[src/design/efr_pkg.sv]
// ----------------------------------------------------------------------------
// Escaped frame receiver package
// Shared types and codes for the front classifier, token queue and back tagger.
// ----------------------------------------------------------------------------
package efr_pkg;

    localparam int unsigned BYTE_W = 8;
    localparam int unsigned CMD_W  = 9;

    typedef enum logic [1:0] {
        KIND_CMD    = 2'd0,
        KIND_LEN    = 2'd1,
        KIND_DATA   = 2'd2,
        KIND_END    = 2'd3
    } kind_t;

    typedef enum logic [1:0] {
        STAT_OK        = 2'd0,
        STAT_SHORT     = 2'd1,
        STAT_TRUNCATED = 2'd2,
        STAT_UNKNOWN   = 2'd3
    } status_t;

    typedef enum logic [1:0] {
        REG_START   = 2'd0,
        REG_STOP    = 2'd1,
        REG_ESCAPE  = 2'd2,
        REG_CMD_CNT = 2'd3
    } reg_index_t;

    localparam logic [1:0] MIN_PAYLOAD = 2'd2;

    typedef struct packed {
        logic              is_stop;
        logic [BYTE_W-1:0] data;
    } token_t;

    typedef struct packed {
        logic [BYTE_W-1:0] start_code;
        logic [BYTE_W-1:0] stop_code;
        logic [BYTE_W-1:0] escape_code;
        logic [CMD_W-1:0]  command_count;
    } cfg_t;

endpackage

[src/design/efr_front.sv]
// ----------------------------------------------------------------------------
// Escaped frame receiver front end
// Tracks framing and escapes, and turns raw bytes into payload and stop tokens.
// ----------------------------------------------------------------------------
module efr_front
    import efr_pkg::*;
(
    input  logic                clk,
    input  logic                rst_n,
    input  cfg_t                cfg,
    input  logic                accept,
    input  logic [BYTE_W-1:0]   rx_byte,
    output logic                tok_valid,
    output token_t              tok
);

    logic in_frame_reg, in_frame_next;
    logic esc_pending_reg, esc_pending_next;
    logic after_start_reg, after_start_next;
    logic is_start;
    logic bad_command;

    assign is_start    = (rx_byte == cfg.start_code);
    assign bad_command = ({1'b0, rx_byte} >= cfg.command_count);

    always_comb
    begin
        in_frame_next    = in_frame_reg;
        esc_pending_next = esc_pending_reg;
        after_start_next = after_start_reg;
        tok_valid        = 1'b0;
        tok.is_stop      = 1'b0;
        tok.data         = rx_byte;
        if (accept)
        begin
            if (in_frame_reg)
            begin
                if (esc_pending_reg)
                begin
                    esc_pending_next = 1'b0;
                    after_start_next = 1'b0;
                    tok_valid        = 1'b1;
                end
                else if (rx_byte == cfg.escape_code)
                begin
                    esc_pending_next = 1'b1;
                    after_start_next = 1'b0;
                end
                else if (rx_byte == cfg.stop_code)
                begin
                    in_frame_next    = 1'b0;
                    after_start_next = 1'b0;
                    tok_valid        = 1'b1;
                    tok.is_stop      = 1'b1;
                end
                else if (after_start_reg && bad_command)
                begin
                    // The rejected byte is looked at again as idle input.
                    in_frame_next    = is_start;
                    after_start_next = is_start;
                    esc_pending_next = 1'b0;
                end
                else
                begin
                    after_start_next = 1'b0;
                    tok_valid        = 1'b1;
                end
            end
            else if (is_start)
            begin
                in_frame_next    = 1'b1;
                after_start_next = 1'b1;
                esc_pending_next = 1'b0;
            end
        end
    end

    always_ff @(posedge clk or negedge rst_n)
    begin
        if (!rst_n)
        begin
            in_frame_reg    <= 1'b0;
            esc_pending_reg <= 1'b0;
            after_start_reg <= 1'b0;
        end
        else
        begin
            in_frame_reg    <= in_frame_next;
            esc_pending_reg <= esc_pending_next;
            after_start_reg <= after_start_next;
        end
    end

endmodule

[src/design/efr_fifo.sv]
// ----------------------------------------------------------------------------
// Escaped frame receiver token queue
// Short first-in first-out queue of tokens between the front and back ends.
// ----------------------------------------------------------------------------
module efr_fifo
    import efr_pkg::*;
#(
    parameter int unsigned DEPTH = 4
)
(
    input  logic   clk,
    input  logic   rst_n,
    input  logic   wr_en,
    input  token_t wr_data,
    input  logic   rd_en,
    output token_t rd_data,
    output logic   full,
    output logic   not_empty
);

    localparam int unsigned PTR_W = (DEPTH > 1) ? $clog2(DEPTH) : 1;
    localparam int unsigned CNT_W = $clog2(DEPTH + 1);
    localparam logic [PTR_W-1:0] LAST_PTR = PTR_W'(DEPTH - 1);
    localparam logic [CNT_W-1:0] FULL_CNT = CNT_W'(DEPTH);

    token_t           slot_reg [DEPTH];
    logic [PTR_W-1:0] wr_ptr_reg, wr_ptr_next;
    logic [PTR_W-1:0] rd_ptr_reg, rd_ptr_next;
    logic [CNT_W-1:0] count_reg, count_next;

    assign full      = (count_reg == FULL_CNT);
    assign not_empty = (count_reg != '0);
    assign rd_data   = slot_reg[rd_ptr_reg];

    always_comb
    begin
        wr_ptr_next = wr_ptr_reg;
        rd_ptr_next = rd_ptr_reg;
        count_next  = count_reg;
        if (wr_en)
        begin
            wr_ptr_next = (wr_ptr_reg == LAST_PTR) ? '0 : wr_ptr_reg + 1'b1;
        end
        if (rd_en)
        begin
            rd_ptr_next = (rd_ptr_reg == LAST_PTR) ? '0 : rd_ptr_reg + 1'b1;
        end
        if (wr_en && !rd_en)
        begin
            count_next = count_reg + 1'b1;
        end
        else if (rd_en && !wr_en)
        begin
            count_next = count_reg - 1'b1;
        end
    end

    always_ff @(posedge clk)
    begin
        if (wr_en)
        begin
            slot_reg[wr_ptr_reg] <= wr_data;
        end
    end

    always_ff @(posedge clk or negedge rst_n)
    begin
        if (!rst_n)
        begin
            wr_ptr_reg <= '0;
            rd_ptr_reg <= '0;
            count_reg  <= '0;
        end
        else
        begin
            wr_ptr_reg <= wr_ptr_next;
            rd_ptr_reg <= rd_ptr_next;
            count_reg  <= count_next;
        end
    end

endmodule

[src/design/efr_back.sv]
// ----------------------------------------------------------------------------
// Escaped frame receiver back end
// Tags payload tokens by role, checks frame structure and holds the result.
// ----------------------------------------------------------------------------
module efr_back
    import efr_pkg::*;
(
    input  logic                clk,
    input  logic                rst_n,
    input  cfg_t                cfg,
    input  logic                tok_avail,
    input  token_t              tok,
    output logic                tok_take,
    input  logic                pop,
    output logic                empty,
    output logic [1:0]          item_kind,
    output logic [BYTE_W-1:0]   item_value,
    output logic [BYTE_W-1:0]   param_number,
    output logic [1:0]          frame_status,
    output logic                frame_last
);

    logic              out_valid_reg;
    logic [1:0]        kind_reg, kind_next;
    logic [BYTE_W-1:0] value_reg, value_next;
    logic [BYTE_W-1:0] pnum_reg, pnum_next;
    logic [1:0]        status_reg, status_next;
    logic              last_reg, last_next;

    logic [1:0]        pay_cnt_reg, pay_cnt_next;
    logic              unknown_reg, unknown_next;
    logic [BYTE_W-1:0] left_reg, left_next;
    logic [BYTE_W-1:0] pcnt_reg, pcnt_next;

    assign tok_take = tok_avail && (!out_valid_reg || pop);

    always_comb
    begin
        pay_cnt_next = pay_cnt_reg;
        unknown_next = unknown_reg;
        left_next    = left_reg;
        pcnt_next    = pcnt_reg;
        kind_next    = KIND_CMD;
        value_next   = tok.data;
        pnum_next    = '0;
        status_next  = STAT_OK;
        last_next    = 1'b0;
        if (tok.is_stop)
        begin
            kind_next  = KIND_END;
            value_next = '0;
            pnum_next  = pcnt_reg;
            last_next  = 1'b1;
            if (pay_cnt_reg < MIN_PAYLOAD)
            begin
                status_next = STAT_SHORT;
            end
            else if (unknown_reg)
            begin
                status_next = STAT_UNKNOWN;
            end
            else if (left_reg != '0)
            begin
                status_next = STAT_TRUNCATED;
            end
            // The next frame starts from a clean structure state.
            pay_cnt_next = '0;
            unknown_next = 1'b0;
            left_next    = '0;
            pcnt_next    = '0;
        end
        else
        begin
            if (pay_cnt_reg < MIN_PAYLOAD)
            begin
                pay_cnt_next = pay_cnt_reg + 1'b1;
            end
            if (pay_cnt_reg == 2'd0)
            begin
                unknown_next = ({1'b0, tok.data} >= cfg.command_count);
            end
            else if (left_reg != '0)
            begin
                left_next = left_reg - 1'b1;
                kind_next = KIND_DATA;
                pnum_next = pcnt_reg;
            end
            else
            begin
                if (pay_cnt_reg != 2'd1 && pcnt_reg != '1)
                begin
                    pcnt_next = pcnt_reg + 1'b1;
                end
                left_next = tok.data;
                kind_next = KIND_LEN;
                pnum_next = pcnt_next;
            end
        end
    end

    always_ff @(posedge clk)
    begin
        if (tok_take)
        begin
            kind_reg   <= kind_next;
            value_reg  <= value_next;
            pnum_reg   <= pnum_next;
            status_reg <= status_next;
            last_reg   <= last_next;
        end
    end

    always_ff @(posedge clk or negedge rst_n)
    begin
        if (!rst_n)
        begin
            out_valid_reg <= 1'b0;
            pay_cnt_reg   <= '0;
            unknown_reg   <= 1'b0;
            left_reg      <= '0;
            pcnt_reg      <= '0;
        end
        else
        begin
            if (tok_take)
            begin
                out_valid_reg <= 1'b1;
                pay_cnt_reg   <= pay_cnt_next;
                unknown_reg   <= unknown_next;
                left_reg      <= left_next;
                pcnt_reg      <= pcnt_next;
            end
            else if (pop)
            begin
                out_valid_reg <= 1'b0;
            end
        end
    end

    assign empty        = !out_valid_reg;
    assign item_kind    = kind_reg;
    assign item_value   = value_reg;
    assign param_number = pnum_reg;
    assign frame_status = status_reg;
    assign frame_last   = last_reg;

`ifndef SYNTHESIS
    a_end_item_shape: assert property (@(posedge clk) disable iff (!rst_n)
        (out_valid_reg && last_reg) |-> (kind_reg == KIND_END && value_reg == '0))
        else $error("frame end item has wrong kind or non-zero value");

    a_status_only_at_end: assert property (@(posedge clk) disable iff (!rst_n)
        (out_valid_reg && kind_reg != KIND_END) |-> (status_reg == STAT_OK && !last_reg))
        else $error("status or last flag set on a payload item");

    a_count_saturates: assert property (@(posedge clk) disable iff (!rst_n)
        pay_cnt_reg <= MIN_PAYLOAD)
        else $error("payload count passed its saturation value");

    a_state_cleared_after_end: assert property (@(posedge clk) disable iff (!rst_n)
        (tok_take && tok.is_stop) |=> (pay_cnt_reg == '0 && left_reg == '0 && pcnt_reg == '0))
        else $error("structure state not cleared after frame end");
`endif

endmodule

[src/design/escaped_frame_receiver.sv]
// ----------------------------------------------------------------------------
// Escaped frame receiver
// Byte-stuffed frame receiver that tags payload bytes and checks frame layout.
// ----------------------------------------------------------------------------
// One raw byte is taken per clock cycle while full is low. The front end
// decides framing and escapes in the cycle that a byte is taken, and passes
// payload and stop tokens through a short token queue to the back end, which
// registers one result in the cycle after it takes a token. Results may be
// taken one per cycle; full rises only when the token queue (QUEUE_DEPTH
// entries) has filled because results are not being popped.
module escaped_frame_receiver
    import efr_pkg::*;
#(
    parameter int unsigned QUEUE_DEPTH = 4
)
(
    input  logic                clk,
    input  logic                rst_n,
    input  logic                psel,
    input  logic                penable,
    input  logic                pwrite,
    input  logic [3:0]          paddr,
    input  logic [31:0]         pwdata,
    output logic [31:0]         prdata,
    output logic                pready,
    input  logic                push,
    output logic                full,
    input  logic [BYTE_W-1:0]   rx_byte,
    input  logic                pop,
    output logic                empty,
    output logic [1:0]          item_kind,
    output logic [BYTE_W-1:0]   item_value,
    output logic [BYTE_W-1:0]   param_number,
    output logic [1:0]          frame_status,
    output logic                frame_last
);

    cfg_t       cfg_reg;
    reg_index_t reg_sel;
    logic       cfg_write;
    logic       accept;
    logic       tok_valid;
    token_t     front_tok;
    token_t     queue_tok;
    logic       queue_not_empty;
    logic       tok_take;

    assign pready    = 1'b1;
    assign reg_sel   = reg_index_t'(paddr[3:2]);
    assign cfg_write = psel && penable && pwrite;

    always_ff @(posedge clk or negedge rst_n)
    begin
        if (!rst_n)
        begin
            cfg_reg.start_code    <= 8'd254;
            cfg_reg.stop_code     <= 8'd255;
            cfg_reg.escape_code   <= 8'd253;
            cfg_reg.command_count <= 9'd7;
        end
        else if (cfg_write)
        begin
            unique case (reg_sel)
                REG_START:   cfg_reg.start_code    <= pwdata[BYTE_W-1:0];
                REG_STOP:    cfg_reg.stop_code     <= pwdata[BYTE_W-1:0];
                REG_ESCAPE:  cfg_reg.escape_code   <= pwdata[BYTE_W-1:0];
                REG_CMD_CNT: cfg_reg.command_count <= pwdata[CMD_W-1:0];
                default:     ;
            endcase
        end
    end

    always_comb
    begin
        prdata = '0;
        unique case (reg_sel)
            REG_START:   prdata = {24'd0, cfg_reg.start_code};
            REG_STOP:    prdata = {24'd0, cfg_reg.stop_code};
            REG_ESCAPE:  prdata = {24'd0, cfg_reg.escape_code};
            REG_CMD_CNT: prdata = {23'd0, cfg_reg.command_count};
            default:     prdata = '0;
        endcase
    end

    assign accept = push && !full;

    efr_front u_front (
        .clk       (clk),
        .rst_n     (rst_n),
        .cfg       (cfg_reg),
        .accept    (accept),
        .rx_byte   (rx_byte),
        .tok_valid (tok_valid),
        .tok       (front_tok)
    );

    efr_fifo #(
        .DEPTH (QUEUE_DEPTH)
    ) u_fifo (
        .clk       (clk),
        .rst_n     (rst_n),
        .wr_en     (tok_valid),
        .wr_data   (front_tok),
        .rd_en     (tok_take),
        .rd_data   (queue_tok),
        .full      (full),
        .not_empty (queue_not_empty)
    );

    efr_back u_back (
        .clk          (clk),
        .rst_n        (rst_n),
        .cfg          (cfg_reg),
        .tok_avail    (queue_not_empty),
        .tok          (queue_tok),
        .tok_take     (tok_take),
        .pop          (pop),
        .empty        (empty),
        .item_kind    (item_kind),
        .item_value   (item_value),
        .param_number (param_number),
        .frame_status (frame_status),
        .frame_last   (frame_last)
    );

endmodule
[config.mk]
export PLATFORM = sky130hd
export DESIGN_NAME = escaped_frame_receiver
export DESIGN_NICKNAME = d
export VERILOG_FILES = /design/src/design/efr_pkg.sv /design/src/design/efr_front.sv /design/src/design/efr_fifo.sv /design/src/design/efr_back.sv /design/src/design/escaped_frame_receiver.sv
export SDC_FILE = /design/constraint.sdc
export NUM_CORES = 1
export LEC_CHECK = 0
export ABC_AREA = 1
export ABC_CLOCK_PERIOD_IN_PS = 3500
export BUFFER_PORTS_ARGS = -buffer_cell sky130_fd_sc_hd__buf_2
export CORE_MARGIN = 8
export CORE_UTILIZATION = 50
export CTS_CLUSTER_SIZE = 20
export DETAILED_ROUTE_END_ITERATION = 8
export MAX_ROUTING_LAYER = met4
export PLACE_DENSITY = 0.82
export SYNTH_ARGS = -nofsm -noshare
export SYNTH_HDL_FRONTEND = slang
export SYNTH_HIERARCHICAL = 1
export SYNTH_SLANG_ARGS = --single-unit
[constraint.sdc]
create_clock -name clk -period 3.5 [get_ports clk]
set_input_delay 0.525 -clock clk [delete_from_list [all_inputs] [get_ports clk]]
set_output_delay 0.525 -clock clk [all_outputs]
set_load 0.01 [all_outputs]
# [Yosys cells after proc, flatten, opt, wreduce, memory -nomap -nowiden]
# Memories as Yosys holds them, arrays and structs flattened.
# Cells that the tools add are included.
# W data, S select, Z words.
[word_totals] ramBits=36 in_bits=51 output_inout_bits=56 elab_cells=131 n_memories=1 regBits=84
[mem_list] memory="u_fifo.slot_reg" depth=4 width=9 read_ports=1 rd_clocked_by_memory_dff=0 wr=1 line="efr_fifo.sv:26" source="token_t slot_reg [DEPTH];"
[op_classes] n_mux=55 n_reduce_logical=31 n_lt_le_gt_ge=3 n_addsub=7 bitwise=1 n_eq_ne=12
[ops] op="$pmux W32 S4" count=1
[ops] op="$mux W8" count=9
[ops] op="$mux W1" count=35
[ops] op="$eq A8 B8 Y1" count=3
[ops] op="$ge A8 B9 Y1" count=2
[ops] op="$mux W2" count=8
[ops] op="$reduce_and A2 Y1" count=8
[ops] op="$reduce_bool A2 Y1" count=5
[ops] op="$add A8 B1 Y8 const B" count=1
[ops] op="$eq A2 B2 Y1 const B" count=4
[ops] op="$logic_and A1 B1 Y1" count=8
[ops] op="$ne A8 B8 Y1 const B" count=1
[ops] op="$reduce_bool A8 Y1" count=1
[ops] op="$sub A8 B1 Y8 const B" count=1
[ops] op="$add A2 B1 Y2 const B" count=3
[ops] op="$mux W3" count=2
[ops] op="$logic_not A1 Y1" count=4
[ops] op="$logic_not A2 Y1" count=2
[ops] op="$add A3 B1 Y3 const B" count=1
[ops] op="$eq A3 B3 Y1 const B" count=1
[ops] op="$reduce_bool A3 Y1" count=1
[ops] op="$sub A3 B1 Y3 const B" count=1
[ops] op="$eq A2 B1 Y1 const B" count=1
[ops] op="$lt A2 B2 Y1 const B" count=1
[ops] op="other kinds (5)" count=5

# [Depth between registers and ports, before layout]
# Gate-level depths: netlist of the first run.
[logic_depth] ltp_word=12 ltp_mapped=19 depth_no_buf=19

# [Modules after synthesis]
# The synthesis of the first run kept the hierarchy.
[by_module_without_submodules] module="efr_back" n_inst=1 seq_area_each_um2=1131.1 area_per_inst_um2=2402.3 cells_per_inst=277
[by_module_without_submodules] module="escaped_frame_receiver" n_inst=1 seq_area_each_um2=857.1 area_per_inst_um2=1878.1 cells_per_inst=228
[by_module_without_submodules] module="efr_fifo" n_inst=1 seq_area_each_um2=1256.2 area_per_inst_um2=1861.8 cells_per_inst=157
[by_module_without_submodules] module="efr_front" n_inst=1 seq_area_each_um2=75.1 area_per_inst_um2=922.1 cells_per_inst=184

# [Worst setup path after synthesis of the first run]
# No wires, ideal clock.
[synth_timing] path_type="input -> register" startpoint="input rx_byte[4]" endpoint="register u_fifo.count_reg[2]" path_buffers=0 path_stages=17 required_ns=3.383 setup_time_ns=0.117 t_arrival_ns=2.563 setup_slack_ns=0.820 path_cell_list="ha_1 nand2_1 inv_1 nand2_1 nand3_1 nand2_1 nand2_1 nand3_1 nand2_1 a21oi_1 ha_1 inv_1 fa_1 nand2_1 nand3_1 nand2_1 nand2_1"
[synth_between] elab_chain_cells=11 word_cells_on_any_way=15 classes_between="order compare: 1; eq/ne: 2; mux: 7; reduce/logical: 5"
[synth_rtl] item="start: declaration" line="escaped_frame_receiver.sv:28" source="input logic [BYTE_W-1:0] rx_byte,"
[synth_rtl] item="$ge A8 B9 Y1" line="efr_front.sv:24" source="assign bad_command = ({1'b0, rx_byte} >= cfg.command_count);"
[synth_rtl] item="$logic_and A1 B1 Y1" line="efr_front.sv:56" source="else if (after_start_reg && bad_command)"
[synth_rtl] item="$mux W1" line="efr_front.sv:56"
[synth_rtl] item="$mux W1" line="efr_front.sv:49" source="else if (rx_byte == cfg.stop_code)"
[synth_rtl] item="$mux W1 (*)" line="efr_front.sv:44" source="else if (rx_byte == cfg.escape_code)"
[synth_rtl] item="$mux W1 (*)" line="efr_front.sv:38" source="if (esc_pending_reg)"
[synth_rtl] item="$mux W1 (*)" line="efr_front.sv:36" source="if (in_frame_reg)"
[synth_rtl] item="$mux W1 (*)" line="efr_front.sv:34" source="if (accept)"
[synth_rtl] item="named net tok_valid" line="escaped_frame_receiver.sv:42" source="logic tok_valid;"
[synth_rtl] item="$logic_not A1 Y1" line="efr_fifo.sv:52" source="else if (rd_en && !wr_en)"
[synth_rtl] item="$logic_and A1 B1 Y1" line="efr_fifo.sv:52"
[synth_rtl] item="$reduce_bool A2 Y1 (no line)"
[synth_rtl] item="end signal: assignment" line="efr_fifo.sv:78" source="count_reg <= count_next;"
[synth_rtl] item="end: declaration" line="efr_fifo.sv:29" source="logic [CNT_W-1:0] count_reg, count_next;"
# Mark *: on every way through the listed nets, which the timed path passes. The rest lies on a longest branch.
# A chain may end at the register's enable or synchronous reset.

# [Final worst setup path of the first run]
[layout_timing] startpoint="register cfg_reg[2] (netlist bit)" endpoint="register u_fifo.count_reg[2]"
[layout_between] elab_chain_cells=11 word_cells_on_any_way=13 classes_between="order compare: 1; mux: 7; reduce/logical: 5"
[layout_rtl] item="start: declaration" line="escaped_frame_receiver.sv:38" source="cfg_t cfg_reg;"
[layout_rtl] item="$ge A8 B9 Y1 (*)" line="efr_front.sv:24"
[layout_rtl] item="$logic_and A1 B1 Y1 (*)" line="efr_front.sv:56"
[layout_rtl] item="$mux W1 (*)" line="efr_front.sv:56"
[layout_rtl] item="$mux W1 (*)" line="efr_front.sv:49"
[layout_rtl] item="$mux W1 (*)" line="efr_front.sv:44"
[layout_rtl] item="$mux W1 (*)" line="efr_front.sv:38"
[layout_rtl] item="$mux W1 (*)" line="efr_front.sv:36"
[layout_rtl] item="$mux W1 (*)" line="efr_front.sv:34"
[layout_rtl] item="named net tok_valid" line="escaped_frame_receiver.sv:42"
[layout_rtl] item="$logic_not A1 Y1" line="efr_fifo.sv:52"
[layout_rtl] item="$logic_and A1 B1 Y1" line="efr_fifo.sv:52"
[layout_rtl] item="$reduce_bool A2 Y1 (no line)"
# Marked as above.

==> qor.txt, run 1 <==
outcome: finished clean
worst path cell trace: inv_1 > ha_1 > nand2_1 > nor2_1 > nand2_1 > nand3_1 > nand2_1 > nand2_1 > nand3_1 > nand2_1 > a21oi_1 > buf_4 > ha_1 > inv_1 > fa_1 > nand2_1 > nand3_1 > nand2_1 > nand2_1
Final Cycle Share: 0.773
PnR worst setup slack: 0.796 ns
post_cts resized: 0
setup tns final: 0 ns
Final ANT Viol Nets: 0
Synth Area in XOR/XNOR: 0.0136
Post-synth EDFFs: 57
total power: 0.00594 W
leading area contributor after synthesis: edfxtp_1
Final GP Congestion: 0.906
max-cap violations: 0
family with the most delay on the worst path: adder cells
vias in the first global route: 5174
Core Region: 13800 µm²
ys flop type: edfxtp_1
number of flip-flops under the largest register name: 36
most common cell after layout, fill and taps aside: nand2_1
Fin Hold WS: 0.274 ns
Fin. Hold Viols: 0
Layout fillers: 1222
# H-tree levels: 4
largest family of logic cells by synthesized area: simple AND/OR/NAND/NOR gates
overall routing resource usage: 0.179
crit end category: flop
Distinct cells, synth: 42
Mapped Cells: 846
area share of fa/ha/maj cells after synthesis: 0.0507
initial core utilization: 0.511
Clock Sinks: 120
initial antenna violation count: 0
R2R depth: 19
Pleak: 3.91 nW
commonest cells after routing, fill and taps aside: 291 x nand2_1, 108 x inv_1, 57 x buf_2, 57 x edfxtp_1, 44 x nand3_1
Fin Clk Skew: 0.00968 ns
global route overflow: 0
first-pass GRT wire length: 25100 µm
total CTS buffers: 17
# diodes: 0
# DRC: 0
Critical Setup Path Class: reg2reg
area fraction in and, or, nand and nor cells after synthesis: 0.277
main area contributors after synthesis: edfxtp_1 24%, nand2_1 15%, dfrtp_1 13%, dfstp_2 9.3%, inv_1 5.7%
CTS Buffer Depth: 2
final setup vio count: 0
type of the worst min-delay path: in2async
First-pass DRT Iterations: 5
required time of the critical path: 3.82 ns
Period minus WS final: 2.70 ns
CP max-delay cell: dfstp_2
Area Overhead vs Synth: 10.9%
R2R Path Start: cfg_reg[2]
Root Buffer: clkbuf_16
max incr delay on CP: 0.57 ns
sequential fraction of the synthesis area: 0.470
Post-Route Utilization: 0.566
worst-margin pin slew: 0.832 ns
Yosys warning count: 6
routed len/inst: 13.8 µm
via count: 5545
critical path fanouts, max: 9
post-synthesis compound-gate area fraction: 0.0671
# IOs: 107
number of vias per cell: 5.06
Die W: 135 µm
hpwl dp: 10600 µm
VDD IR-drop max: 438 µV
fin. max-slew vios: 0
CTS tree: yes
Worst Path Arrival: 3.02 ns
multiplexer share of the synthesized area: 0
RSZ-0062 raised after global routing: false
initial DRC count: 362
pwr dens: 759 nW/µm²
Rel. slew slack: 0.445
share of cells above drive strength 1: 0.186
worst-skew pair later-pin latency: 0.42 ns
Synth top area share: 0.242
hold_buf cts: 0
asr flop ratio synth: 0.525
WL final: 15100 µm
critical path startpoint: cfg_reg[2]
Nets: 981
crit path buf inv count: 3
most frequent cell on the critical path: nand2_1
worst slack at placement: 0.626 ns
post-synthesis register bit count: 120
fmax: 370 MHz
postcts setup bufs: 0
CTS clk-pin slew, worst paths: 0.05 ns
Cell Rows: 43
syn_area_per_cell: 8.35 µm²
Total Die Area: 18200 µm²
largest net degree at the start of global routing: 64
flop-to-flop setup slack: 0.80 ns
Mapped Area: 7060 µm²
Worst setup SP type: flop
Die Y: 135 µm
Critical R2R Capture: u_fifo/count_reg[2]
PortBufs: 57
[synth_stat cells, types with 3 or more instances]
master,number
a21oi_1,16
buf_4,35
buf_6,9
dfrtp_1,38
dfstp_2,25
edfxtp_1,57
ha_1,27
inv_1,108
inv_2,19
nand2_1,291
nand2_2,12
nand2_4,4
nand3_1,44
nand4_1,15
nor2_1,43
nor2_2,3
nor2_4,7
nor2_8,4
nor3_1,4
o211ai_1,18
o21ai_0,16
o21ai_1,16
o21ai_2,3
xnor2_1,9
[worst max-delay path by stage]
| stage | endpoint | slack (ns) | cells past startpoint |
|---|---|---|---|
| 2_1_floorplan | u_fifo/count_reg[2] | 0.82 | 17 |
| 3_3_place_gp | u_fifo/count_reg[2] | 0.63 | 19 |
| 3_5_place_dp | u_fifo/count_reg[2] | 0.63 | 19 |
| 4_1_cts | u_fifo/count_reg[2] | 0.78 | 19 |
| 5_1_grt | u_fifo/count_reg[2] | 0.46 | 19 |
| 6_report | u_fifo/count_reg[2] | 0.80 | 19 |
[power by group]
part	switching [W]	internal (W)
Clock	0.000576	0.000958
Combinational	0.00150	0.000744
Sequential	0.000236	0.00193
Total	0.00231	0.00363
[layout make-up]
type,count,area [µm²],area share
repair buffers,61,315,0.0403
well taps,180,225,0.0288
clock inverters,4,20.0,0.00256
flip-flops and latches,120,3320,0.424
clock buffers,28,498,0.0636
multi-input cells,574,2970,0.380
inverters,128,480,0.0614
[kinds of logic after synthesis]
group | Yosys count
buffers and inverters | 174
AO/OA/AOI/OAI | 77
other | 2
XOR/XNOR | 11
flip-flops | 120
adder cells (fa/ha/maj) | 28
AND/OR/NAND/NOR | 434
[layer usage]
layer / vias up / wire [µm] / track usage
li1: 2754 / - / -
met1: 2548 / 6520 / 0.215
met2: 218 / 7210 / 0.280
met3: 25 / 1080 / 0.0505
met4: 0 / 285 / 0.0674
met5: - / 0 / -
[per-stage QoR]
step / instance area [µm²] / cells
after floorplan: 7150 / 868
after global placement: 7310 / 1063
after detailed placement: 7310 / 1063
after CTS: 7830 / 1095
after global routing: 7830 / 1095
final: 7830 / 1095
No activity file was read; power rests on OpenSTA's default activity.
==> inputs of run 2 (changes only) <==
- ABC_CLOCK_PERIOD_IN_PS: 3500 -> 2500
- clock period: 3.5 -> 2.5 ns (I/O delays scaled with it)
==> run 2 against run 1 <==
  * Clock skew decreased by 0.0027 ns
  * Clock power grew 65%
  * Combinational power grew 58%
  * Cell count increased by 3.3%
  * Register-to-register slack got worse by 0.78 ns
  * Worst hold slack got worse by 0.12 ns
  * Power rose by 52%
  * Sequential share of layout area decreased by 2.6 points
  * First-iteration DRC count rose by 23%
  * Maximum frequency grew 8.8%
  * Setup slack got worse by 0.78 ns
  * Highest routed layer unchanged
==> qor.txt, run 2 (synthesis gave the netlist of run 1 again) <==
pwr dens: 1080 nW/µm² (+43%)
initial antenna violation count: 0 (unchanged)
Critical Setup Path Class: reg2reg
most frequent cell on the critical path: nand2_1
number of vias per cell: 5.09 (+0.48%)
WL final: 16100 µm (+6.7%)
share of cells above drive strength 1: 0.242 (+0.0561)
setup tns final: 0 ns (unchanged)
Fin Hold WS: 0.152 ns (-0.123 ns)
Clock Sinks: 120 (unchanged)
# H-tree levels: 4 (unchanged)
CTS Buffer Depth: 2 (unchanged)
# diodes: 0 (unchanged)
worst-margin pin slew: 0.572 ns (-0.260 ns)
Period minus WS final: 2.49 ns (-0.219 ns)
Pleak: 4.15 nW (+6.2%)
Final Cycle Share: 0.994 (+0.222)
type of the worst min-delay path: in2reg
VDD IR-drop max: 581 µV (+33%)
Worst Path Arrival: 2.80 ns (-0.22 ns)
CP max-delay cell: dfstp_2
fin. max-slew vios: 0 (unchanged)
Area Overhead vs Synth: 18.1%
required time of the critical path: 2.82 ns (-1.00 ns)
First-pass DRT Iterations: 5 (unchanged)
Final GP Congestion: 0.857 (-5.4%)
Total Die Area: 18200 µm² (unchanged)
total CTS buffers: 17 (unchanged)
# DRC: 0 (unchanged)
most common cell after layout, fill and taps aside: nand2_1
CTS clk-pin slew, worst paths: 0.06 ns (about the same)
Rel. slew slack: 0.619 (+0.174)
met2 global-route usage: 0.307 (+0.0274)
via count: 5755 (+3.8%)
CTS tree: yes
critical path fanouts, max: 2 (-7)
initial core utilization: 0.511 (unchanged)
largest net degree at the start of global routing: 28 (-56%)
overall routing resource usage: 0.187 (+0.00837)
outcome: finished clean
hpwl dp: 11500 µm (+8.3%)
max incr delay on CP: 0.53 ns (-0.04 ns)
fmax: 402 MHz (+8.8%)
Post-Route Utilization: 0.604 (+0.0372)
crit end category: flop
Die Y: 135 µm (unchanged)
number of flip-flops under the largest register name: 36 (unchanged)
max-cap violations: 0 (unchanged)
Cell Rows: 43 (unchanged)
met3 usage: 0.0435 (-0.00706)
Fin Clk Skew: 0.00696 ns (-0.00272 ns)
vias in the first global route: 5531 (+6.9%)
Die W: 135 µm (unchanged)
Fin. Hold Viols: 0 (unchanged)
PortBufs: 57 (unchanged)
# IOs: 107 (unchanged)
global route overflow: 0 (unchanged)
Worst setup SP type: flop
Final ANT Viol Nets: 0 (unchanged)
Root Buffer: clkbuf_16
commonest cells after routing, fill and taps aside: 287 x nand2_1, 103 x inv_1, 57 x buf_2, 57 x edfxtp_1
routed len/inst: 14.2 µm (+3.3%)
Core Region: 13800 µm² (unchanged)
flop-to-flop setup slack: 0.01 ns (-0.78 ns)
worst-skew pair later-pin latency: 0.42 ns (about the same)
worst path cell trace: inv_2 > ha_4 > nand2_4 > nor2_2 > nand2_1 > nor2_1 > nor2_1 > nand2_1 > nand3_2 > nand2_2 > a21oi_4 > ha_4 > inv_4 > fa_2 > nand2_2 > nand3_2 > nand2_1 > nand2_1
GR Layer Usage met1: 0.216 (+0.000748)
RSZ-0062 raised after global routing: true
busiest grt layer: met2
Nets: 1017 (+3.7%)
final setup vio count: 0 (unchanged)
initial DRC count: 447 (+23%)
first-pass GRT wire length: 26200 µm (+4.2%)
total power: 0.00905 W (+52%)
==> run 2: worst paths after layout <==
check / from / end / depth (start not counted)
worst max-delay path: cfg_reg[1] / u_fifo/count_reg[2] / 18
worst min-delay path: pwdata[8] / cfg_reg[8] / 3
worst max register to register: cfg_reg[1] / u_fifo/count_reg[2] / 18
worst min register to register: u_front/esc_pending_reg / u_front/esc_pending_reg / 1
max in group asynchronous: rst_n / cfg_reg[27] / 3
min in group asynchronous: rst_n / u_back/left_reg[4] / 2
==> run 2: what timing repair did <==
item / CTS / global route
gates resized for setup: 4 / 16
pin swaps: 2 / 17
setup endpoints to repair: 1 / 2
endpoints found under the hold margin: 8 / 0
hold buffers: 1 / 0
setup buffers: 0 / 2
cloned: 0 / 0
==> run 2: per-layer routing <==
layer	share of wire	vias to the layer above	routed length, µm
met4	0.018	0	290
met5	0	-	0
met2	0.50	223	8130
met1	0.41	2671	6580
met3	0.069	29	1110
li1	-	2832	-
==> run 2: worst max-delay path: cells and delay by family, from the launching register on <==
family / cells / cell delay (ns)
adders and majority gates: 3 / 0.77
DFF: 1 / 0.53
AOI/OAI and AO/OA: 1 / 0.18
buffers and inverters: 2 / 0.08
and+or+nand+nor: 12 / 0.83
==> run 2: final cells by class <==
class,instances,area [µm²]
clock inverter,14,173
multi-input combinational,574,3050
inverter,128,483
timing repair buffer,97,654
sequential,120,3320
clock buffer,18,439
tap,180,225
fill,1101,5480
==> run 2: power breakdown <==
group	switching, W	leakage [nW]	internal, W	total (W)
clock network	0.000921	0.298	0.00160	0.00252
logic	0.00226	2.56	0.00126	0.00353
registers	0.000302	1.29	0.00270	0.00301
total	0.00349	4.15	0.00556	0.00905
==> run 2: per-stage QoR <==
step           cells  cell area, µm²  worst slack [ns]
3_3_place_gp    1096            7630           -0.0291
4_1_cts         1129            8270            0.0255
3_5_place_dp    1096            7630           -0.0477
6_report        1131            8350            0.0144
2_1_floorplan    868            7160            0.0114
5_1_grt         1131            8350            -0.191
